[config.mk]
export PLATFORM = sky130hd
export DESIGN_NAME = buffer_pool_manager_flat
export DESIGN_NICKNAME = d
export VERILOG_FILES = /design/src/rtl/bpm_pkg.sv /design/src/rtl/bpm_channels.sv /design/src/rtl/buffer_pool_manager.sv /design/src/rtl/bpm_free_queue.sv /design/src/rtl/bpm_status_mem.sv /design/src/flat_wrapper.sv
export SDC_FILE = /design/constraint.sdc
export NUM_CORES = 1
export LEC_CHECK = 0
export BUFFER_PORTS_ARGS = -buffer_cell sky130_fd_sc_hd__buf_2
export CELL_PAD_IN_SITES_DETAIL_PLACEMENT = 2
export CELL_PAD_IN_SITES_GLOBAL_PLACEMENT = 2
export CORE_UTILIZATION = 35
export CTS_CLUSTER_SIZE = 30
export DETAILED_ROUTE_END_ITERATION = 7
export PLACE_DENSITY = 0.67
export SKIP_CTS_REPAIR_TIMING = 1
export SYNTH_ARGS = -nofsm -noshare
export SYNTH_HDL_FRONTEND = slang
export SYNTH_SLANG_ARGS = --single-unit
[constraint.sdc]
create_clock -name clock -period 3.9 [get_ports clock]
set_input_delay 0.78 -clock clock [delete_from_list [all_inputs] [get_ports clock]]
set_output_delay 0.78 -clock clock [all_outputs]
set_load 0.01 [all_outputs]
[src/rtl/bpm_pkg.sv]
`default_nettype none

package bpm_pkg;

   // Field widths fixed by the channel format
   localparam int unsigned MAX_BUFFERS_DEF = 32;
   localparam int unsigned POOL_W          = 6;
   localparam int unsigned OP_W            = 2;
   localparam int unsigned BID_W           = 8;
   localparam int unsigned STATUS_W        = 2;
   localparam int unsigned RID_W           = 5;
   localparam int unsigned CNT_OUT_W       = 6;
   localparam int unsigned EVT_W           = 32;
   localparam int unsigned BUF_ST_W        = 2;

   typedef enum logic [OP_W-1:0] {
      OP_ACQUIRE = 2'd0,
      OP_MARK    = 2'd1,
      OP_RELEASE = 2'd2,
      OP_SCAN    = 2'd3
   } op_type;

   typedef enum logic [STATUS_W-1:0] {
      RSP_DONE        = 2'd0,
      RSP_ACQ_FAIL    = 2'd1,
      RSP_BAD_ID      = 2'd2,
      RSP_WRONG_STATE = 2'd3
   } rsp_status_type;

   typedef enum logic [BUF_ST_W-1:0] {
      BUF_FREE   = 2'd0,
      BUF_USE    = 2'd1,
      BUF_FLIGHT = 2'd2
   } buf_state_type;

   typedef enum logic [2:0] {
      S_IDLE,
      S_EXEC,
      S_SCAN_RD,
      S_SCAN_CHK,
      S_SCAN_END
   } fsm_state_type;

   // Per-memory control bundle
   typedef struct packed {
      logic init;
      logic rd_en;
      logic wr_en;
   } mem_ctl_type;

endpackage

`default_nettype wire

[src/rtl/bpm_channels.sv]
`default_nettype none

interface bpm_req_if;
   logic                        valid;
   logic                        ready;
   logic [bpm_pkg::OP_W-1:0]    op;
   logic [bpm_pkg::BID_W-1:0]   target_id;

   modport source (output valid, op, target_id, input ready);
   modport sink   (input valid, op, target_id, output ready);
endinterface

interface bpm_rsp_if;
   logic                            valid;
   logic                            ready;
   logic [bpm_pkg::STATUS_W-1:0]    status;
   logic [bpm_pkg::RID_W-1:0]       result_id;
   logic                            id_valid;
   logic [bpm_pkg::CNT_OUT_W-1:0]   in_use_count;
   logic [bpm_pkg::CNT_OUT_W-1:0]   transit_count;
   logic [bpm_pkg::CNT_OUT_W-1:0]   available_count;
   logic [bpm_pkg::CNT_OUT_W-1:0]   peak_in_use;
   logic [bpm_pkg::CNT_OUT_W-1:0]   peak_in_flight;
   logic [bpm_pkg::EVT_W-1:0]       acquire_total;
   logic [bpm_pkg::EVT_W-1:0]       acquire_failures;
   logic [bpm_pkg::EVT_W-1:0]       release_total;
   logic                            last;

   modport source (output valid, status, result_id, id_valid, in_use_count,
                   transit_count, available_count, peak_in_use, peak_in_flight,
                   acquire_total, acquire_failures, release_total, last,
                   input ready);
   modport sink   (input valid, status, result_id, id_valid, in_use_count,
                   transit_count, available_count, peak_in_use, peak_in_flight,
                   acquire_total, acquire_failures, release_total, last,
                   output ready);
endinterface

`default_nettype wire

[src/rtl/buffer_pool_manager.sv]
`default_nettype none

// Channel  Dir  Handshake     Payload
// req_chan in   valid/ready   op, target_id
// rsp_chan out  valid/ready   status, result_id, id_valid, counts, peaks, event counters, last
// csr_*    in   csr_wr_en     csr_wr_data = pool_count (any write re-inits the pool)
//
// Acquire, mark and release read the free queue and state memories when accepted in
// S_IDLE (registered read), then update, write back and load the response in S_EXEC.
// A leak scan steps through accept, dispatch, a read then a check for every id of
// the pool, and a final state that loads the last response.
// Reset and pool_count writes re-init: valid bits in both memories are cleared.
// A response waits in the output register; work stalls if a new one must load while
// the old one is still pending, and a scan dispatch also waits for it to drain.
module buffer_pool_manager #(
   parameter int unsigned MAX_BUFFERS = bpm_pkg::MAX_BUFFERS_DEF
) (
   input  wire logic                         clock,
   input  wire logic                         reset,
   bpm_req_if.sink                           req_chan,
   bpm_rsp_if.source                         rsp_chan,
   input  wire logic                         csr_wr_en,
   input  wire logic [bpm_pkg::POOL_W-1:0]   csr_wr_data
);
   localparam int unsigned IDX_W = (MAX_BUFFERS > 1) ? $clog2(MAX_BUFFERS) : 1;
   localparam int unsigned CNT_W = $clog2(MAX_BUFFERS + 1);
   localparam logic [6:0]       MAX7     = 7'(MAX_BUFFERS);
   localparam logic [IDX_W-1:0] IDX_ONE  = IDX_W'(1);
   localparam logic [IDX_W-1:0] IDX_LAST = IDX_W'(MAX_BUFFERS - 1);
   localparam logic [CNT_W-1:0] CNT_ONE  = CNT_W'(1);
   localparam logic [bpm_pkg::EVT_W-1:0] EVT_ONE = bpm_pkg::EVT_W'(1);

   // control state
   bpm_pkg::fsm_state_type         state_ff, state_in;
   logic [bpm_pkg::POOL_W-1:0]     pool_ff, pool_in;
   logic [IDX_W-1:0]               head_ff, head_in;
   logic [IDX_W-1:0]               tail_ff, tail_in;
   logic [CNT_W-1:0]               free_ff, free_in;
   logic [CNT_W-1:0]               busy_ff, busy_in;
   logic [CNT_W-1:0]               flight_ff, flight_in;
   logic [CNT_W-1:0]               busy_peak_ff, busy_peak_in;
   logic [CNT_W-1:0]               flight_peak_ff, flight_peak_in;
   logic [bpm_pkg::EVT_W-1:0]      acq_total_ff, acq_total_in;
   logic [bpm_pkg::EVT_W-1:0]      acq_fail_ff, acq_fail_in;
   logic [bpm_pkg::EVT_W-1:0]      rel_total_ff, rel_total_in;
   logic [IDX_W-1:0]               scan_idx_ff, scan_idx_in;
   logic                           pend_valid_ff, pend_valid_in;
   logic                           rsp_valid_ff, rsp_valid_in;

   // transaction payload (no reset needed)
   bpm_pkg::op_type                op_ff, op_in;
   logic [bpm_pkg::BID_W-1:0]      bid_ff, bid_in;
   logic [IDX_W-1:0]               pend_ff, pend_in;
   logic [bpm_pkg::STATUS_W-1:0]   rsp_status_ff, rsp_status_in;
   logic [bpm_pkg::RID_W-1:0]      rsp_id_ff, rsp_id_in;
   logic                           rsp_idv_ff, rsp_idv_in;
   logic                           rsp_last_ff, rsp_last_in;

   // memory ports
   bpm_pkg::mem_ctl_type           q_ctl, s_ctl;
   logic [IDX_W-1:0]               q_rd_addr, q_rd_data, q_wr_addr, q_wr_data;
   logic [IDX_W-1:0]               s_rd_addr, s_wr_addr;
   logic [bpm_pkg::BUF_ST_W-1:0]   s_rd_data, s_wr_data;

   // helpers
   logic [6:0]                     pool_n7, csr_n7;
   logic [CNT_W-1:0]               n_act;
   logic                           rsp_free, rsp_load;
   logic                           bad_id, leaked;
   logic [CNT_W-1:0]               busy_inc, flight_inc;

   assign pool_n7  = ({1'b0, pool_ff} > MAX7) ? MAX7 : {1'b0, pool_ff};
   assign csr_n7   = ({1'b0, csr_wr_data} > MAX7) ? MAX7 : {1'b0, csr_wr_data};
   assign n_act    = CNT_W'(pool_n7);
   assign rsp_free = !rsp_valid_ff || rsp_chan.ready;
   assign bad_id   = (n_act == '0) || (bid_ff >= {1'b0, pool_n7});
   assign leaked   = (s_rd_data != bpm_pkg::BUF_FREE);
   assign busy_inc   = busy_ff + CNT_ONE;
   assign flight_inc = flight_ff + CNT_ONE;

   bpm_free_queue #(
      .DEPTH (MAX_BUFFERS)
   ) u_free_queue (
      .clock   (clock),
      .reset   (reset),
      .ctl     (q_ctl),
      .rd_addr (q_rd_addr),
      .rd_data (q_rd_data),
      .wr_addr (q_wr_addr),
      .wr_data (q_wr_data)
   );

   bpm_status_mem #(
      .DEPTH (MAX_BUFFERS)
   ) u_status_mem (
      .clock   (clock),
      .reset   (reset),
      .ctl     (s_ctl),
      .rd_addr (s_rd_addr),
      .rd_data (s_rd_data),
      .wr_addr (s_wr_addr),
      .wr_data (s_wr_data)
   );

   always_comb begin
      state_in       = state_ff;
      pool_in        = pool_ff;
      head_in        = head_ff;
      tail_in        = tail_ff;
      free_in        = free_ff;
      busy_in        = busy_ff;
      flight_in      = flight_ff;
      busy_peak_in   = busy_peak_ff;
      flight_peak_in = flight_peak_ff;
      acq_total_in   = acq_total_ff;
      acq_fail_in    = acq_fail_ff;
      rel_total_in   = rel_total_ff;
      scan_idx_in    = scan_idx_ff;
      pend_valid_in  = pend_valid_ff;
      pend_in        = pend_ff;
      op_in          = op_ff;
      bid_in         = bid_ff;

      q_ctl       = '0;
      q_ctl.init  = csr_wr_en;
      q_rd_addr   = head_ff;
      q_wr_addr   = tail_ff;
      q_wr_data   = bid_ff[IDX_W-1:0];
      s_ctl       = '0;
      s_ctl.init  = csr_wr_en;
      s_rd_addr   = req_chan.target_id[IDX_W-1:0];
      s_wr_addr   = bid_ff[IDX_W-1:0];
      s_wr_data   = bpm_pkg::BUF_FREE;

      rsp_load      = 1'b0;
      rsp_status_in = bpm_pkg::RSP_DONE;
      rsp_id_in     = '0;
      rsp_idv_in    = 1'b0;
      rsp_last_in   = 1'b1;

      unique case (state_ff)
         bpm_pkg::S_IDLE: begin
            if (req_chan.valid) begin
               op_in        = bpm_pkg::op_type'(req_chan.op);
               bid_in       = req_chan.target_id;
               q_ctl.rd_en  = 1'b1;
               s_ctl.rd_en  = 1'b1;
               state_in     = bpm_pkg::S_EXEC;
            end
         end

         bpm_pkg::S_EXEC: begin
            if (rsp_free) begin
               state_in = bpm_pkg::S_IDLE;
               unique case (op_ff)
                  bpm_pkg::OP_ACQUIRE: begin
                     rsp_load     = 1'b1;
                     acq_total_in = acq_total_ff + EVT_ONE;
                     if (n_act == '0 || free_ff == '0) begin
                        acq_fail_in   = acq_fail_ff + EVT_ONE;
                        rsp_status_in = bpm_pkg::RSP_ACQ_FAIL;
                     end else begin
                        head_in     = (head_ff == IDX_LAST) ? '0 : head_ff + IDX_ONE;
                        free_in     = free_ff - CNT_ONE;
                        busy_in     = busy_inc;
                        if (busy_inc > busy_peak_ff) begin
                           busy_peak_in = busy_inc;
                        end
                        s_ctl.wr_en = 1'b1;
                        s_wr_addr   = q_rd_data;
                        s_wr_data   = bpm_pkg::BUF_USE;
                        rsp_id_in   = bpm_pkg::RID_W'(q_rd_data);
                        rsp_idv_in  = 1'b1;
                     end
                  end
                  bpm_pkg::OP_MARK: begin
                     rsp_load = 1'b1;
                     if (bad_id) begin
                        rsp_status_in = bpm_pkg::RSP_BAD_ID;
                     end else if (s_rd_data != bpm_pkg::BUF_USE) begin
                        rsp_status_in = bpm_pkg::RSP_WRONG_STATE;
                     end else begin
                        s_ctl.wr_en = 1'b1;
                        s_wr_data   = bpm_pkg::BUF_FLIGHT;
                        busy_in     = (busy_ff != '0) ? busy_ff - CNT_ONE : busy_ff;
                        flight_in   = flight_inc;
                        if (flight_inc > flight_peak_ff) begin
                           flight_peak_in = flight_inc;
                        end
                     end
                  end
                  bpm_pkg::OP_RELEASE: begin
                     rsp_load = 1'b1;
                     if (bad_id) begin
                        rsp_status_in = bpm_pkg::RSP_BAD_ID;
                     end else if (s_rd_data == bpm_pkg::BUF_FREE) begin
                        // already free: do not queue it twice
                        rsp_status_in = bpm_pkg::RSP_WRONG_STATE;
                     end else begin
                        if (s_rd_data == bpm_pkg::BUF_FLIGHT) begin
                           flight_in = (flight_ff != '0) ? flight_ff - CNT_ONE : flight_ff;
                        end else begin
                           busy_in = (busy_ff != '0) ? busy_ff - CNT_ONE : busy_ff;
                        end
                        s_ctl.wr_en  = 1'b1;
                        s_wr_data    = bpm_pkg::BUF_FREE;
                        q_ctl.wr_en  = 1'b1;
                        tail_in      = (tail_ff == IDX_LAST) ? '0 : tail_ff + IDX_ONE;
                        free_in      = free_ff + CNT_ONE;
                        rel_total_in = rel_total_ff + EVT_ONE;
                     end
                  end
                  bpm_pkg::OP_SCAN: begin
                     if (n_act == '0) begin
                        rsp_load      = 1'b1;
                        rsp_status_in = bpm_pkg::RSP_BAD_ID;
                     end else begin
                        scan_idx_in   = '0;
                        pend_valid_in = 1'b0;
                        state_in      = bpm_pkg::S_SCAN_RD;
                     end
                  end
                  default: begin
                     state_in = bpm_pkg::S_IDLE;
                  end
               endcase
            end
         end

         bpm_pkg::S_SCAN_RD: begin
            s_ctl.rd_en = 1'b1;
            s_rd_addr   = scan_idx_ff;
            state_in    = bpm_pkg::S_SCAN_CHK;
         end

         bpm_pkg::S_SCAN_CHK: begin
            // a leaked id is held back one step so the final one can carry last
            if (!(leaked && pend_valid_ff && !rsp_free)) begin
               if (leaked) begin
                  if (pend_valid_ff) begin
                     rsp_load    = 1'b1;
                     rsp_id_in   = bpm_pkg::RID_W'(pend_ff);
                     rsp_idv_in  = 1'b1;
                     rsp_last_in = 1'b0;
                  end
                  pend_in       = scan_idx_ff;
                  pend_valid_in = 1'b1;
               end
               if (CNT_W'(scan_idx_ff) == n_act - CNT_ONE) begin
                  state_in = bpm_pkg::S_SCAN_END;
               end else begin
                  scan_idx_in = scan_idx_ff + IDX_ONE;
                  state_in    = bpm_pkg::S_SCAN_RD;
               end
            end
         end

         bpm_pkg::S_SCAN_END: begin
            if (rsp_free) begin
               rsp_load   = 1'b1;
               rsp_id_in  = pend_valid_ff ? bpm_pkg::RID_W'(pend_ff) : '0;
               rsp_idv_in = pend_valid_ff;
               state_in   = bpm_pkg::S_IDLE;
            end
         end

         default: begin
            state_in = bpm_pkg::S_IDLE;
         end
      endcase

      // pool (re)init: queue holds 0..n-1, all stats cleared
      if (csr_wr_en) begin
         pool_in        = csr_wr_data;
         head_in        = '0;
         tail_in        = (csr_n7 == MAX7) ? '0 : IDX_W'(csr_n7);
         free_in        = CNT_W'(csr_n7);
         busy_in        = '0;
         flight_in      = '0;
         busy_peak_in   = '0;
         flight_peak_in = '0;
         acq_total_in   = '0;
         acq_fail_in    = '0;
         rel_total_in   = '0;
      end
   end

   always_comb begin
      if (rsp_load) begin
         rsp_valid_in = 1'b1;
      end else if (rsp_chan.ready) begin
         rsp_valid_in = 1'b0;
      end else begin
         rsp_valid_in = rsp_valid_ff;
      end
   end

   always_ff @(posedge clock) begin
      if (reset) begin
         state_ff       <= bpm_pkg::S_IDLE;
         pool_ff        <= '0;
         head_ff        <= '0;
         tail_ff        <= '0;
         free_ff        <= '0;
         busy_ff        <= '0;
         flight_ff      <= '0;
         busy_peak_ff   <= '0;
         flight_peak_ff <= '0;
         acq_total_ff   <= '0;
         acq_fail_ff    <= '0;
         rel_total_ff   <= '0;
         scan_idx_ff    <= '0;
         pend_valid_ff  <= 1'b0;
         rsp_valid_ff   <= 1'b0;
      end else begin
         state_ff       <= state_in;
         pool_ff        <= pool_in;
         head_ff        <= head_in;
         tail_ff        <= tail_in;
         free_ff        <= free_in;
         busy_ff        <= busy_in;
         flight_ff      <= flight_in;
         busy_peak_ff   <= busy_peak_in;
         flight_peak_ff <= flight_peak_in;
         acq_total_ff   <= acq_total_in;
         acq_fail_ff    <= acq_fail_in;
         rel_total_ff   <= rel_total_in;
         scan_idx_ff    <= scan_idx_in;
         pend_valid_ff  <= pend_valid_in;
         rsp_valid_ff   <= rsp_valid_in;
      end
   end

   always_ff @(posedge clock) begin
      op_ff  <= op_in;
      bid_ff <= bid_in;
      pend_ff <= pend_in;
      if (rsp_load) begin
         rsp_status_ff <= rsp_status_in;
         rsp_id_ff     <= rsp_id_in;
         rsp_idv_ff    <= rsp_idv_in;
         rsp_last_ff   <= rsp_last_in;
      end
   end

   assign req_chan.ready = (state_ff == bpm_pkg::S_IDLE);

   // counters move only when a response loads or on a pool_count write, so between writes they track the held response
   assign rsp_chan.valid            = rsp_valid_ff;
   assign rsp_chan.status           = rsp_status_ff;
   assign rsp_chan.result_id        = rsp_id_ff;
   assign rsp_chan.id_valid         = rsp_idv_ff;
   assign rsp_chan.last             = rsp_last_ff;
   assign rsp_chan.in_use_count     = bpm_pkg::CNT_OUT_W'(busy_ff);
   assign rsp_chan.transit_count    = bpm_pkg::CNT_OUT_W'(flight_ff);
   assign rsp_chan.available_count  = bpm_pkg::CNT_OUT_W'(free_ff);
   assign rsp_chan.peak_in_use      = bpm_pkg::CNT_OUT_W'(busy_peak_ff);
   assign rsp_chan.peak_in_flight   = bpm_pkg::CNT_OUT_W'(flight_peak_ff);
   assign rsp_chan.acquire_total    = acq_total_ff;
   assign rsp_chan.acquire_failures = acq_fail_ff;
   assign rsp_chan.release_total    = rel_total_ff;

   // every buffer of the pool is in exactly one of free / in use / in flight
   a_count_conserved: assert property (@(posedge clock) disable iff (reset)
      ((CNT_W + 2)'(free_ff) + (CNT_W + 2)'(busy_ff) + (CNT_W + 2)'(flight_ff))
         == (CNT_W + 2)'(n_act))
      else $error("pool occupancy counts do not add up");

   a_peaks: assert property (@(posedge clock) disable iff (reset)
      (busy_peak_ff >= busy_ff) && (flight_peak_ff >= flight_ff))
      else $error("peak below current count");

   a_no_rw_overlap: assert property (@(posedge clock) disable iff (reset)
      !(s_ctl.rd_en && s_ctl.wr_en) && !(q_ctl.rd_en && q_ctl.wr_en))
      else $error("memory read and write in the same cycle");

   a_accept_exec: assert property (@(posedge clock) disable iff (reset)
      (req_chan.valid && req_chan.ready && !csr_wr_en) |=> (state_ff == bpm_pkg::S_EXEC))
      else $error("accepted transaction not executed");

endmodule

`default_nettype wire

[src/rtl/bpm_free_queue.sv]
`default_nettype none

// Free-id ring storage. Entries not written since init read back as
// their own index, which is the initial fill 0..n-1.
module bpm_free_queue #(
   parameter  int unsigned DEPTH = bpm_pkg::MAX_BUFFERS_DEF,
   localparam int unsigned IDX_W = (DEPTH > 1) ? $clog2(DEPTH) : 1
) (
   input  wire logic                         clock,
   input  wire logic                         reset,
   input  wire bpm_pkg::mem_ctl_type         ctl,
   input  wire logic [IDX_W-1:0]             rd_addr,
   output logic [IDX_W-1:0]                  rd_data,
   input  wire logic [IDX_W-1:0]             wr_addr,
   input  wire logic [IDX_W-1:0]             wr_data
);
   logic [IDX_W-1:0] mem [DEPTH];
   logic [DEPTH-1:0] written_ff;
   logic [IDX_W-1:0] rd_raw_ff;
   logic [IDX_W-1:0] rd_addr_ff;
   logic             rd_hit_ff;

   always_ff @(posedge clock) begin
      if (ctl.wr_en) begin
         mem[wr_addr] <= wr_data;
      end
      if (ctl.rd_en) begin
         rd_raw_ff  <= mem[rd_addr];
         rd_addr_ff <= rd_addr;
         rd_hit_ff  <= written_ff[rd_addr];
      end
   end

   always_ff @(posedge clock) begin
      if (reset || ctl.init) begin
         written_ff <= '0;
      end else if (ctl.wr_en) begin
         written_ff[wr_addr] <= 1'b1;
      end
   end

   assign rd_data = rd_hit_ff ? rd_raw_ff : rd_addr_ff;

endmodule

`default_nettype wire

[src/rtl/bpm_status_mem.sv]
`default_nettype none

// Per-buffer state storage; unwritten entries read as free.
module bpm_status_mem #(
   parameter  int unsigned DEPTH = bpm_pkg::MAX_BUFFERS_DEF,
   localparam int unsigned IDX_W = (DEPTH > 1) ? $clog2(DEPTH) : 1
) (
   input  wire logic                               clock,
   input  wire logic                               reset,
   input  wire bpm_pkg::mem_ctl_type               ctl,
   input  wire logic [IDX_W-1:0]                   rd_addr,
   output logic [bpm_pkg::BUF_ST_W-1:0]            rd_data,
   input  wire logic [IDX_W-1:0]                   wr_addr,
   input  wire logic [bpm_pkg::BUF_ST_W-1:0]       wr_data
);
   logic [bpm_pkg::BUF_ST_W-1:0] mem [DEPTH];
   logic [DEPTH-1:0]             written_ff;
   logic [bpm_pkg::BUF_ST_W-1:0] rd_raw_ff;
   logic                         rd_hit_ff;

   always_ff @(posedge clock) begin
      if (ctl.wr_en) begin
         mem[wr_addr] <= wr_data;
      end
      if (ctl.rd_en) begin
         rd_raw_ff <= mem[rd_addr];
         rd_hit_ff <= written_ff[rd_addr];
      end
   end

   always_ff @(posedge clock) begin
      if (reset || ctl.init) begin
         written_ff <= '0;
      end else if (ctl.wr_en) begin
         written_ff[wr_addr] <= 1'b1;
      end
   end

   assign rd_data = rd_hit_ff ? rd_raw_ff : bpm_pkg::BUF_FREE;

endmodule

`default_nettype wire
[src/flat_wrapper.sv]
// flat-port wrapper written by rule: the top's interface ports become plain ports
module buffer_pool_manager_flat 
#(
   parameter int unsigned MAX_BUFFERS = bpm_pkg::MAX_BUFFERS_DEF
)
  (clock, reset, csr_wr_en, csr_wr_data, req_chan_valid, req_chan_op, req_chan_target_id, req_chan_ready, rsp_chan_valid, rsp_chan_status, rsp_chan_result_id, rsp_chan_id_valid, rsp_chan_in_use_count, rsp_chan_transit_count, rsp_chan_available_count, rsp_chan_peak_in_use, rsp_chan_peak_in_flight, rsp_chan_acquire_total, rsp_chan_acquire_failures, rsp_chan_release_total, rsp_chan_last, rsp_chan_ready);
  bpm_req_if req_chan_i ();
  bpm_rsp_if rsp_chan_i ();
  input  wire logic clock;
  input  wire logic reset;
  input  wire logic csr_wr_en;
  input  wire logic [bpm_pkg::POOL_W-1:0] csr_wr_data;
  input wire logic [$bits(req_chan_i.valid)-1:0] req_chan_valid;
  input wire logic [$bits(req_chan_i.op)-1:0] req_chan_op;
  input wire logic [$bits(req_chan_i.target_id)-1:0] req_chan_target_id;
  output wire logic [$bits(req_chan_i.ready)-1:0] req_chan_ready;
  output wire logic [$bits(rsp_chan_i.valid)-1:0] rsp_chan_valid;
  output wire logic [$bits(rsp_chan_i.status)-1:0] rsp_chan_status;
  output wire logic [$bits(rsp_chan_i.result_id)-1:0] rsp_chan_result_id;
  output wire logic [$bits(rsp_chan_i.id_valid)-1:0] rsp_chan_id_valid;
  output wire logic [$bits(rsp_chan_i.in_use_count)-1:0] rsp_chan_in_use_count;
  output wire logic [$bits(rsp_chan_i.transit_count)-1:0] rsp_chan_transit_count;
  output wire logic [$bits(rsp_chan_i.available_count)-1:0] rsp_chan_available_count;
  output wire logic [$bits(rsp_chan_i.peak_in_use)-1:0] rsp_chan_peak_in_use;
  output wire logic [$bits(rsp_chan_i.peak_in_flight)-1:0] rsp_chan_peak_in_flight;
  output wire logic [$bits(rsp_chan_i.acquire_total)-1:0] rsp_chan_acquire_total;
  output wire logic [$bits(rsp_chan_i.acquire_failures)-1:0] rsp_chan_acquire_failures;
  output wire logic [$bits(rsp_chan_i.release_total)-1:0] rsp_chan_release_total;
  output wire logic [$bits(rsp_chan_i.last)-1:0] rsp_chan_last;
  input wire logic [$bits(rsp_chan_i.ready)-1:0] rsp_chan_ready;
  assign req_chan_i.valid = req_chan_valid;
  assign req_chan_i.op = req_chan_op;
  assign req_chan_i.target_id = req_chan_target_id;
  assign req_chan_ready = req_chan_i.ready;
  assign rsp_chan_valid = rsp_chan_i.valid;
  assign rsp_chan_status = rsp_chan_i.status;
  assign rsp_chan_result_id = rsp_chan_i.result_id;
  assign rsp_chan_id_valid = rsp_chan_i.id_valid;
  assign rsp_chan_in_use_count = rsp_chan_i.in_use_count;
  assign rsp_chan_transit_count = rsp_chan_i.transit_count;
  assign rsp_chan_available_count = rsp_chan_i.available_count;
  assign rsp_chan_peak_in_use = rsp_chan_i.peak_in_use;
  assign rsp_chan_peak_in_flight = rsp_chan_i.peak_in_flight;
  assign rsp_chan_acquire_total = rsp_chan_i.acquire_total;
  assign rsp_chan_acquire_failures = rsp_chan_i.acquire_failures;
  assign rsp_chan_release_total = rsp_chan_i.release_total;
  assign rsp_chan_last = rsp_chan_i.last;
  assign rsp_chan_i.ready = rsp_chan_ready;
  buffer_pool_manager #(.MAX_BUFFERS(MAX_BUFFERS)) u_core (.clock(clock), .reset(reset), .req_chan(req_chan_i), .rsp_chan(rsp_chan_i), .csr_wr_en(csr_wr_en), .csr_wr_data(csr_wr_data));
endmodule
==> results of run 1 <==
-- cells by family (layout without fill, tap and decap cells) --
| kind of cell | count (synthesis) | count (layout) |
|---|---|---|
| compound gates | 323 | 323 |
| flops | 478 | 478 |
| fa+ha+maj | 48 | 48 |
| mux | 146 | 146 |
| simple gates | 592 | 592 |
| xor+xnor | 87 | 87 |
| buf+inv | 146 | 355 |
-- through the flow --
| step | worst slack, ns | area, um2 | hold slack (ns) | util | total power, mW |
|---|---|---|---|---|---|
| finish | 0.505 | 25200 | 0.366 | 0.415 | 11.3 |
| global route | 0.231 | 25200 | 0.339 | 0.415 | 11.7 |
| CTS | 0.146 | 25200 | 0.336 | 0.414 | 11.4 |
| detailed placement | 0.237 | 23400 | 0.452 | 0.386 | 6.38 |
| global placement | 0.435 | 23400 | 0.444 | 0.386 | 6.36 |
| floorplan | 0.784 | 21700 | 0.406 | - | 6.03 |
-- cells in the final DEF (no fill, tap or decap), drive strengths merged, types with 36 or more instances in the layout --
cell	n
edfxtp	262
dfxtp	216
buf	200
nor2	189
nand2	92
clkbuf	80
a21oi	70
nand3	69
mux2i	69
mux4	60
inv	56
o21ai	54
xor2	53
ha	47
o21a	41
nor3	36
-- area by class of cell --
| class | count | share of cell area |
|---|---|---|
| sequential | 478 | 0.485 |
| multi-input combinational | 1196 | 0.353 |
| clock buffer | 80 | 0.0617 |
| timing repair buffer | 200 | 0.0456 |
| tap | 782 | 0.0389 |
| inverter | 53 | 0.00791 |
| clock inverter | 22 | 0.00771 |
-- registers in the layout (all words and copies together) (netlist names), 8 cells and up --
name,count
u_core.u_status_mem.written_ff,32
u_core.rsp_chan.release_total,32
u_core.rsp_chan.acquire_total,32
u_core.u_free_queue.written_ff,32
u_core.u_free_queue.mem,160
u_core.u_status_mem.mem,64
u_core.bid_ff,8
u_core.rsp_chan.acquire_failures,32
-- how the worst min path moves through the flow --
stage                                                          from                                               to  slack (ns)  cells past startpoint
floorplan                        u_core.scan_idx_ff[2]$_SDFFE_PP0P_                      u_core.pend_ff[2]$_DFFE_PP_        0.41                      0
global placement    u_core.u_free_queue.written_ff[25]$_SDFFE_PP0P_  u_core.u_free_queue.written_ff[25]$_SDFFE_PP0P_        0.44                      1
detailed placement  u_core.u_status_mem.written_ff[15]$_SDFFE_PP0P_  u_core.u_status_mem.written_ff[15]$_SDFFE_PP0P_        0.45                      2
CTS                                                  req_chan_op[1]                        u_core.op_ff[1]$_DFFE_PP_        0.34                      1
global route                                         req_chan_op[1]                        u_core.op_ff[1]$_DFFE_PP_        0.34                      1
finish                                               req_chan_op[1]                        u_core.op_ff[1]$_DFFE_PP_        0.37                      1
-- worst register-to-register path: stages (launching register included) --
cell,delay (ns)
dfxtp_1,0.66
and4bb_2,0.62
a21o_2,0.46
buf_12,0.29
nand2_1,0.12
and3_1,0.18
o21ai_0,0.32
nor4b_1,0.49
-- power by group --
part	total [mW]	switching [mW]	internal, mW
Sequential	5.45	0.0739	5.37
Clock	5.02	2.17	2.85
Combinational	0.826	0.564	0.262
Total	11.3	2.81	8.48
-- metal layers --
metal  GRT usage  vias to the layer above  share of wire
met5           0                        -              0
met4      0.0543                        0          0.020
met3      0.0224                       88          0.031
met2       0.362                      237           0.49
met1       0.293                     8111           0.46
li1            -                     7170              -
==> results.md, run 1 <==
- Hold crit path type: input pin to flop
- I/O Pins: 158
- Setup slack, reg-to-reg: 0.50 ns
- Avg Cell Area, Syn: 11.9 um2
- Post-Syn Instances: 1820
- Slew of the pin with the lowest slew margin: 1.13 ns
- Crit path depth: 7
- Total length of routed wires: 67.5 mm
- Static leakage: 8.95 nW
- Starting Density: 0.357
- Critical path's top delay family: simple AND/OR/NAND/NOR gates
- Routed Antenna Nets: 0
- R2R Path Start: u_core.state_ff[1]$_SDFFE_PP0P_
- Layout filler cell count: ~6.2k
- Total grt overflow: 0
- RSZ-0062 raised after global routing: false
- Largest family of logic cells by synthesized area: simple AND/OR/NAND/NOR gates
- N_diodes: 0
- Clk buf depth: 3
- Crit end category: flop
- Main area contributors after synthesis: edfxtp_1 (36%), dfxtp_1 (20%), mux4_2 (6.2%)
- Setup TNS: 0 ns
- Max Cap Viol: 0
- Drt wl/cell: 24.0 um
- CTS tree: done
- Adder-cell share of the synthesized area: 0.0281
- Fin cells: roughly 2.8k
- Die area: 0.0629 mm2
- Detailed Place HPWL: 47.5 mm
- Crit path time final: 3.40 ns
- Area Growth Syn to Fin: 16.2%
- Async S/R FF share, synth: 0
- End point of the critical path: u_core.u_status_mem.rd_raw_ff[0]$_DFFE_PP_
- Simple-gate share of the synthesized area: 0.141
- Sequential fraction of the synthesis area: 0.563
- Most numerous cell in the Yosys netlist: edfxtp_1
- CORE AREA: 0.0607 mm2
- WP buf/inv: 1
- Post-synthesis cell area: 0.0217 mm2
- Clk_lat worst skew: 0.63 ns
- Synth Warn #: 0
- CP Data Required Time: 4.25 ns
- Final setup skew: 0.0425 ns
- CP Data Arrival Time: 3.75 ns
- Chip Width: approximately 250 um
- CTS sink cnt: 478
- Htree depth: 2
- Reg clk slew, reported paths: 0.07 ns
- Run status: completed
- Critical-path cell list: and4bb_2 > a21o_2 > buf_12 > nand2_1 > and3_1 > o21ai_0 > nor4b_1
- Max FO, Critical Path: 35
- Vias in the first global route: 16.6k
- Avg Vias per Cell: 5.55
- DR pass1 iterations: 4
- Crit path from: u_core.state_ff[1]$_SDFFE_PP0P_
- Maximum VDD drop: 398 uV
- FF-to-FF path depth: 7
- First-pass GRT wire length: around 100 mm
- Gpl congestion: ~0.8
- FF+latch count, synth: 478
- Storage element area: 0.0122 mm2
- Footprint of the multi-input gates: roughly 0.009 mm2
- CP max stage cell: dfxtp_1
- Worst relative slew slack: 0.243
- # rows: 90
- Antenna violations before repair: 0
- Yosys cell types: 79
- Most frequent cells after synthesis: edfxtp_1 (262), dfxtp_1 (216), nor2_1 (189), nand2_1 (92)
- Endpoints failing setup: 0
- Nets@finish: 2052
- Final period util: 0.871
- Synth area leader: edfxtp_1
- Startpoint types: flop
- Final hold vios: 0
- Critical path class: flop to flop
- Die H: 251 um
- XOR/XNOR Fraction of Synth Area: 0.0352
- F_max: 295 MHz
- Port buffer count: 157
- Dpl cells: 2709
- Synth Area in Compound Gates: 0.102
- Pin count of the biggest net entering global routing: 40
- Power density cells: 449 mW/mm2
- EDFF count, synth: 262
- Multiplexer area fraction after synthesis: 0.103
- Vias: 15.6k
- Ys flop type: edfxtp_1
- R2r endpoint: u_core.u_status_mem.rd_raw_ff[0]$_DFFE_PP_
- Overall Global Routing Usage: 0.214
- Slowest Stage Delay on Critical Path: 0.66 ns
- Share of layout cells above drive strength 1: 0.196
- Fin. max-slew vios: 0
- Residual DRC: 0
- Num CTS Buffers: 54
- Starting DRT DRC Count: 893
- Top-area cell type share of the netlist area: 0.363
- Synthesized net count: 1889
- Root Driver: clkbuf_16
No activity file was read; power rests on OpenSTA's default activity.
==> inputs of run 2 (changes only) <==
--- a/config.mk
+++ b/config.mk
@@ -5,13 +5,14 @@
 export SDC_FILE = /design/constraint.sdc
 export NUM_CORES = 1
 export LEC_CHECK = 0
+export ABC_AREA = 1
 export BUFFER_PORTS_ARGS = -buffer_cell sky130_fd_sc_hd__buf_2
 export CELL_PAD_IN_SITES_DETAIL_PLACEMENT = 2
 export CELL_PAD_IN_SITES_GLOBAL_PLACEMENT = 2
 export CORE_UTILIZATION = 35
 export CTS_CLUSTER_SIZE = 30
 export DETAILED_ROUTE_END_ITERATION = 7
-export PLACE_DENSITY = 0.67
+export PLACE_DENSITY = 0.73
 export SKIP_CTS_REPAIR_TIMING = 1
 export SYNTH_ARGS = -nofsm -noshare
 export SYNTH_HDL_FRONTEND = slang
==> run 2 against run 1 <==
Effect of this change:
- non-clock buffer count fell by 8
- synthesized area grew 6.2%
- sequential cell count stayed put
- critical path type unchanged
- largest cell class unchanged
- highest routed layer is now met5
==> results.md, run 2 <==
- Run status: completed
- Chip Width: 258 um (+3.0%)
- CTS tree: done
- Overall Global Routing Usage: 0.237 (+0.0230)
- Reg clk slew, reported paths: 0.06 ns (about the same)
- I/O Pins: 158 (unchanged)
- Vias in the first global route: 21.5k (+29%)
- CP Data Required Time: 4.19 ns (-0.06 ns)
- Worst relative slew slack: 0.115 (-0.128)
- Clk buf depth: 3 (unchanged)
- Most flops, register: u_core.u_free_queue.mem
- Area Growth Syn to Fin: 16.0%
- Design area: 0.0267 mm2 (+6.0%)
- Max reg flops: 160 (unchanged)
- CP Data Arrival Time: 3.54 ns (-0.21 ns)
- Post-Syn Instances: 2648 (+45%)
- Ys flop type: edfxtp_1
- Final setup skew: 0.0358 ns (-0.00671 ns)
- Pin count of the biggest net entering global routing: 103 (+160%)
- Slowest Stage Delay on Critical Path: 0.37 ns (-0.29 ns)
- DR pass1 iterations: 5 (+1)
- Starting DRT DRC Count: 799 (-11%)
- CP max stage cell: nor2_1
- Fin. max-slew vios: 0 (unchanged)
- WP buf/inv: 1 (unchanged)
- Max Cap Viol: 0 (unchanged)
- Detailed Place HPWL: 55.0 mm (+16%)
- EDFF count, synth: 262 (unchanged)
- Critical-path cell list: nor2_1 > nand3_1 > nand2_1 > nand2_1 > ha_1 > nand2_1 > nand2_1 > nand2_1 > nand2_1 > nand2_1 > nand4_2 > nor2_1 > nand2_1 > nand3_1 > nand2_2 > inv_1 > nand3_1 > nor2_1
- Most used cell, CP: nand2_1
- Async S/R FF share, synth: 0 (unchanged)
- Most numerous cell in the Yosys netlist: nand2_1
- Max FO, Critical Path: 7 (-80%)
- Crit path time final: 3.25 ns (-0.141 ns)
- Residual DRC: 0 (unchanged)
- Most frequent cells after synthesis: nand2_1 (515), nor2_1 (304), edfxtp_1 (262), inv_1 (257), o21ai_0 (226)
- Gpl congestion: 0.830 (+1.8%)
- Routed Antenna Nets: 0 (unchanged)
- Placement Cell Area: 0.0247 mm2 (+5.6%)
- Nets@finish: 2861 (+39%)
- Startpoint types: flop
- CORE AREA: 0.0647 mm2 (+6.6%)
- Critical path's top delay family: simple AND/OR/NAND/NOR gates
- RSZ-0062 raised after global routing: false
- Maximum VDD drop: 311 uV (-22%)
- Starting Density: 0.355 (-0.00135)
- Port buffer count: 157 (unchanged)
- Finished Core Util: 0.412 (-0.00239)
- Hold Path Origin: req_chan_target_id[5]
- Power density cells: 441 mW/mm2 (-1.8%)
- Synthesized net count: 2717 (+44%)
- Yosys cell types: 58 (-27%)
- Num CTS Buffers: 55 (+1.9%)
- Total grt overflow: 0 (unchanged)
- Sequential fraction of the synthesis area: 0.530 (-0.0328)
- FF+latch count, synth: 478 (unchanged)
- Most frequent cells in the layout: nand2_1 (515), nor2_1 (301), edfxtp_1 (262)
- Antenna violations before repair: 11 (+11)
- Setup TNS: 0 ns (unchanged)
- Top-area cell type share of the netlist area: 0.342 (-0.0212)
- # rows: 93 (+3.3%)
- Vias: 19.6k (+25%)
- Crit end category: flop
- Biggest regs: u_core.u_free_queue.mem x160, u_core.u_status_mem.mem x64
- Synth area leader: edfxtp_1
- Total length of routed wires: 79.4 mm (+18%)
- Setup slack, reg-to-reg: 0.65 ns (+0.14 ns)
- Root Driver: clkbuf_16
- Drt wl/cell: 21.5 um (-11%)
- Die area: 0.0667 mm2 (+6.1%)
- Hold Path Depth: 1 (unchanged)
- Layout filler cell count: 7226 (+16%)
- CTS sink cnt: 478 (unchanged)
- Final period util: 0.834 (-0.0362)
- F_max: 307 MHz (+4.3%)
- Most common library cell in the layout ignoring fill and taps: nand2_1
- Post-synthesis cell area: 0.0230 mm2 (+6.2%)
- Critical path class: flop to flop
- Hold crit path type: input pin to flop
- Static leakage: 10.2 nW (+14%)
- Avg Cell Area, Syn: 8.68 um2 (-27%)
- Slew of the pin with the lowest slew margin: 1.31 ns (+0.179 ns)
- Hold-critical path endpoint: u_core.bid_ff[5]$_DFFE_PP_
- Main area contributors after synthesis: edfxtp_1 (34%), dfxtp_1 (19%), nand2_1 (8.4%)
- R2R Path Start: u_core.pool_ff[1]$_SDFFE_PP0P_
- FF-to-FF path depth: 18 (+11)
- Clk_lat worst skew: 0.62 ns (about the same)
- Final hold vios: 0 (unchanged)
- Htree depth: 2 (unchanged)
- Endpoints failing setup: 0 (unchanged)
- Avg Vias per Cell: 5.29 (-4.7%)
- First-pass GRT wire length: 124 mm (+19%)
- Synth Warn #: 0 (unchanged)
- Share of layout cells above drive strength 1: 0.121 (-0.0748)
- Die H: 258 um (+3.0%)
- R2r endpoint: u_core.u_status_mem.mem[25][0]$_DFFE_PP_
## run 2: cell types whose count changed in the layout (fill, tap and decap cells not counted), moves of 28 or more
cell / before / now
nor3_1: 32 / 64
nand2_1: 91 / 515
nor2_1: 188 / 301
mux2i_1: 69 / 0
o21ai_0: 54 / 226
or3_1: 34 / 0
a21oi_1: 69 / 156
mux4_2: 60 / 0
inv_1: 51 / 256
a22o_1: 28 / 0
nand3_1: 69 / 150
## run 2: area by class of cell
class | count | area [um2] | area share
Sequential cell | 478 | 12200 | 0.457
Multi-Input combinational cell | 1798 | 9370 | 0.351
Clock buffer | 73 | 1560 | 0.0584
Timing Repair Buffer | 192 | 1070 | 0.0403
Tap cell | 855 | 1070 | 0.0401
Inverter | 267 | 1010 | 0.0377
Clock inverter | 31 | 388 | 0.0145
Antenna cell | 4 | 10.0 | 0.000375
## run 2: through the flow
stage / hold slack (ns) / setup WS [ns] / cells / power (mW)
6_report: 0.358 / 0.646 / 3698 / 11.7
5_1_grt: 0.340 / 0.351 / 3697 / 12.1
4_1_cts: 0.329 / 0.576 / 3694 / 11.9
3_5_place_dp: 0.452 / 0.609 / 3590 / 6.26
3_3_place_gp: 0.441 / 0.827 / 3590 / 6.22
2_1_floorplan: 0.406 / 1.15 / 2648 / 5.95
## run 2: kinds of logic (layout without fill, tap and decap cells)
logic type,Yosys count,after routing,share of synthesized area
fa+ha+maj,48,48,0.0264
simple gates,1146,1146,0.220
xor+xnor,70,70,0.0267
other cells,0,4,0
compound gates,533,533,0.132
flops,478,478,0.530
mux,1,1,0.000490
buf+inv,372,563,0.0636
## run 2: metal layers
layer	vias to the layer above	part of all wire	GRT usage
li1	9251	-	-
met4	14	0.020	0.0577
met5	-	0.0010	0
met2	318	0.49	0.419
met3	117	0.044	0.0455
met1	9867	0.44	0.296
## run 2: worst max-delay path by stage
stage               slack (ns)                                              to                           start  cells past startpoint
finish                    0.65        u_core.u_status_mem.mem[25][0]$_DFFE_PP_  u_core.pool_ff[1]$_SDFFE_PP0P_                     18
global placement          0.83  u_core.rsp_chan.acquire_total[29]$_SDFFE_PP0P_                  rsp_chan_ready                     13
global route              0.35         u_core.u_status_mem.mem[0][1]$_DFFE_PP_  u_core.pool_ff[1]$_SDFFE_PP0P_                     18
detailed placement        0.61        u_core.u_status_mem.mem[25][1]$_DFFE_PP_  u_core.pool_ff[1]$_SDFFE_PP0P_                     18
floorplan                 1.15                      u_core.bid_ff[0]$_DFFE_PP_                  req_chan_valid                      2
CTS                       0.58        u_core.u_status_mem.mem[25][0]$_DFFE_PP_  u_core.pool_ff[1]$_SDFFE_PP0P_                     18
## run 2: power breakdown
group,total (mW),switching [mW],internal (mW),leakage (nW)
sequential,5.40,0.0442,5.36,4.11
clock,5.60,2.21,3.40,0.951
combinational,0.743,0.547,0.196,5.16
total,11.7,2.80,8.95,10.2
==> inputs of run 3 (changes only) <==
--- a/config.mk
+++ b/config.mk
@@ -9,10 +9,10 @@
 export BUFFER_PORTS_ARGS = -buffer_cell sky130_fd_sc_hd__buf_2
 export CELL_PAD_IN_SITES_DETAIL_PLACEMENT = 2
 export CELL_PAD_IN_SITES_GLOBAL_PLACEMENT = 2
-export CORE_UTILIZATION = 35
+export CORE_UTILIZATION = 34
 export CTS_CLUSTER_SIZE = 30
 export DETAILED_ROUTE_END_ITERATION = 7
-export PLACE_DENSITY = 0.73
+export PLACE_DENSITY = 0.74
 export SKIP_CTS_REPAIR_TIMING = 1
 export SYNTH_ARGS = -nofsm -noshare
 export SYNTH_HDL_FRONTEND = slang
==> constraint.sdc (replaced) <==
create_clock -name clock -period 2.7 [get_ports clock]
set_input_delay 0.54 -clock clock [delete_from_list [all_inputs] [get_ports clock]]
set_output_delay 0.54 -clock clock [all_outputs]
set_load 0.01 [all_outputs]
==> run 3 against run 2 <==
Effect of this change:
- the run now ends with setup timing left
- global-route usage is 0.27 points higher
- wire length is 7.0% higher
- power is 46% higher
- utilization is 2.1 points higher
- final area is 7.8% higher
- sequential share of layout area is 3.3 points lower
- sequential power is 44% higher
- first-iteration DRC count is 21% higher
- clock-buffer cell count is 5 higher
- worst setup slack worse by 0.76 ns
==> results.md, run 3 (synthesis results as in run 2) <==
- Run status: complete, but fails checks
- Violations in the final reports: setup timing
- Pin count of the biggest net entering global routing: 80 (-22%)
- Setup slack, reg-to-reg: -0.12 ns (-0.76 ns)
- Final worst slack: -0.119 ns (-0.764 ns)
- Routed Antenna Nets: 0 (unchanged)
- FF-to-FF path depth: 18 (unchanged)
- CTS sink cnt: 478 (unchanged)
- Footprint of the multi-input gates: 0.0100 mm2 (+6.9%)
- Residual DRC: 0 (unchanged)
- Crit end category: flop
- Max reg flops: 160 (unchanged)
- Max FO, Critical Path: 8 (+1)
- Biggest regs: u_core.u_free_queue.mem x160, u_core.u_status_mem.mem x64
- Met1 wire length: 35.8 mm (+2.4%)
- Power density cells: 597 mW/mm2 (+35%)
- Finished Core Util: 0.433 (+0.0212)
- Critical path class: flop to flop
- Die H: 262 um (+1.4%)
- Drt wl/cell: 22.0 um (+2.6%)
- R2R Path Start: u_core.pool_ff[1]$_SDFFE_PP0P_
- Final hold vios: 0 (unchanged)
- Nets@finish: 3014 (+5.3%)
- Hold-critical path endpoint: u_core.bid_ff[5]$_DFFE_PP_
- Root Driver: clkbuf_16
- Layout filler cell count: 7252 (+0.36%)
- CORE AREA: 0.0663 mm2 (+2.5%)
- Top layer in use: met5
- Static leakage: 11.0 nW (+7.7%)
- Most frequent cells in the layout: nand2_1 (491), edfxtp_1 (262), nor2_1 (258)
- Endpoints failing setup: 2 (+2)
- Die area: 0.0687 mm2 (+2.9%)
- Share of layout cells above drive strength 1: 0.211 (+0.0900)
- Crit path depth: 18 (unchanged)
- Total length of routed met2 wires: 42.9 mm (+9.4%)
- Area Growth Syn to Fin: 25.0%
- Overall Global Routing Usage: 0.239 (+0.00266)
- Worst relative slew slack: 0.413 (+0.298)
- R2r endpoint: u_core.u_status_mem.written_ff[10]$_SDFFE_PP0P_
- Most used cell, CP: nand2_4
- Vias in the first global route: 22.3k (+3.8%)
- Total grt overflow: 0 (unchanged)
- Fin. max-slew vios: 0 (unchanged)
- Hold Path Origin: req_chan_target_id[5]
- Starting DRT DRC Count: 968 (+21%)
- CTS tree: done
- Antenna violations before repair: 11 (unchanged)
- First-pass GRT wire length: 128 mm (+2.8%)
- Clk buf depth: 3 (unchanged)
- Total length of routed wires: 84.9 mm (+7.0%)
- I/O Pins: 158 (unchanged)
- Max Cap Viol: 0 (unchanged)
- Most flops, register: u_core.u_free_queue.mem
- Final setup skew: 0.0230 ns (-0.0128 ns)
- Crit path time final: 2.82 ns (-0.436 ns)
- Starting Density: 0.347 (-0.00877)
- F_max: 355 MHz (+15%)
- CP Data Arrival Time: 3.39 ns (-0.15 ns)
- Slew of the pin with the lowest slew margin: 0.873 ns (-0.441 ns)
- Startpoint types: flop
- Met3 wire length: 3.72 mm (+5.6%)
- # rows: 94 (+1.1%)
- Gpl congestion: 0.841 (+1.4%)
- WP buf/inv: 3 (+2)
- DR pass1 iterations: 5 (unchanged)
- Final period util: 1.04 (+0.210)
- Avg Vias per Cell: 5.27 (-0.35%)
- CP Data Required Time: 3.27 ns (-0.92 ns)
- Htree depth: 2 (unchanged)
- Maximum VDD drop: 457 uV (+47%)
- RSZ-0062 raised after global routing: true
- Chip Width: 262 um (+1.4%)
- Critical-path cell list: nor2_4 > nand3_2 > nand2_2 > nand2_4 > buf_6 > ha_4 > nand3_4 > nor2_4 > nor2_8 > nand2_8 > nand2_4 > nand2_4 > nor3_4 > buf_4 > nand2_1 > o21bai_1 > nand2_1 > inv_1
- Storage element area: 0.0122 mm2 (+0.10%)
- N_diodes: 0 (-4)
- CP max stage cell: dfxtp_2
- Vias: 20.3k (+3.9%)
- Most common library cell in the layout ignoring fill and taps: nand2_1
- Critical path's top delay family: simple AND/OR/NAND/NOR gates
- Num CTS Buffers: 57 (+3.6%)
- Port buffer count: 157 (unchanged)
- Reg clk slew, reported paths: 0.06 ns (about the same)
- Hold Path Depth: 1 (unchanged)
- Clk_lat worst skew: 0.64 ns (+0.02 ns)
- Detailed Place HPWL: 57.6 mm (+4.8%)
- Slowest Stage Delay on Critical Path: 0.33 ns (-0.04 ns)
- Pre-CTS setup slack: -0.253 ns (-0.862 ns)
- Hold crit path type: input pin to flop
[run 3: cell count changes in the layout (fill, tap and decap cells not counted), moves of 17 or more]
cell and delta:
inv_1 -38, nor2_4 +36, nor2_1 -43, nand2_1 -24, buf_12 +17, buf_4 +119, inv_2 +25, nand2_2 +17
[run 3: area by class of cell]
class	instances	share of cell area
clock buffers	78	0.0559
clock inverters	29	0.0112
inverters	267	0.0364
multi-input cells	1799	0.348
flip-flops and latches	478	0.425
well taps	864	0.0376
repair buffers	342	0.0860
[run 3: how the worst max path moves through the flow]
stage                                        start                                         endpoint  slack (ns)
global placement    u_core.pool_ff[0]$_SDFFE_PP0P_          u_core.u_free_queue.mem[3][0]$_DFFE_PP_       -0.12
finish              u_core.pool_ff[1]$_SDFFE_PP0P_  u_core.u_status_mem.written_ff[10]$_SDFFE_PP0P_       -0.12
detailed placement  u_core.pool_ff[0]$_SDFFE_PP0P_         u_core.u_status_mem.mem[23][0]$_DFFE_PP_       -0.25
floorplan               u_core.bid_ff[2]$_DFFE_PP_          u_core.u_free_queue.mem[3][0]$_DFFE_PP_        0.03
global route        u_core.pool_ff[1]$_SDFFE_PP0P_  u_core.u_status_mem.written_ff[10]$_SDFFE_PP0P_       -0.24
CTS                 u_core.pool_ff[0]$_SDFFE_PP0P_         u_core.u_status_mem.mem[23][1]$_DFFE_PP_       -0.29
[run 3: metrics by stage]
step | hold WS, ns | std cells | TNS [ns] | area [um2] | power (mW)
after global routing | 0.0772 | 3857 | -15.64 | 28700 | 17.7
final | 0.0983 | 3857 | -0.201 | 28700 | 17.2
after global placement | 0.440 | 3730 | -6.41 | 25900 | 9.11
after CTS | 0.0689 | 3837 | -34.80 | 27800 | 17.1
after floorplan | 0.406 | 2648 | 0 | 23000 | 8.60
after detailed placement | 0.454 | 3730 | -32.64 | 25900 | 9.16
[run 3: power by group]
| part | switching [mW] | internal (mW) |
|---|---|---|
| Clock | 3.24 | 4.72 |
| Combinational | 0.952 | 0.447 |
| Sequential | 0.0572 | 7.74 |
[run 3: metal layers]
layer | GRT usage | vias to the layer above
met4 | 0.0735 | 12
li1 | - | 9596
met1 | 0.290 | 10200
met3 | 0.0490 | 174
met5 | 0 | -
met2 | 0.424 | 379
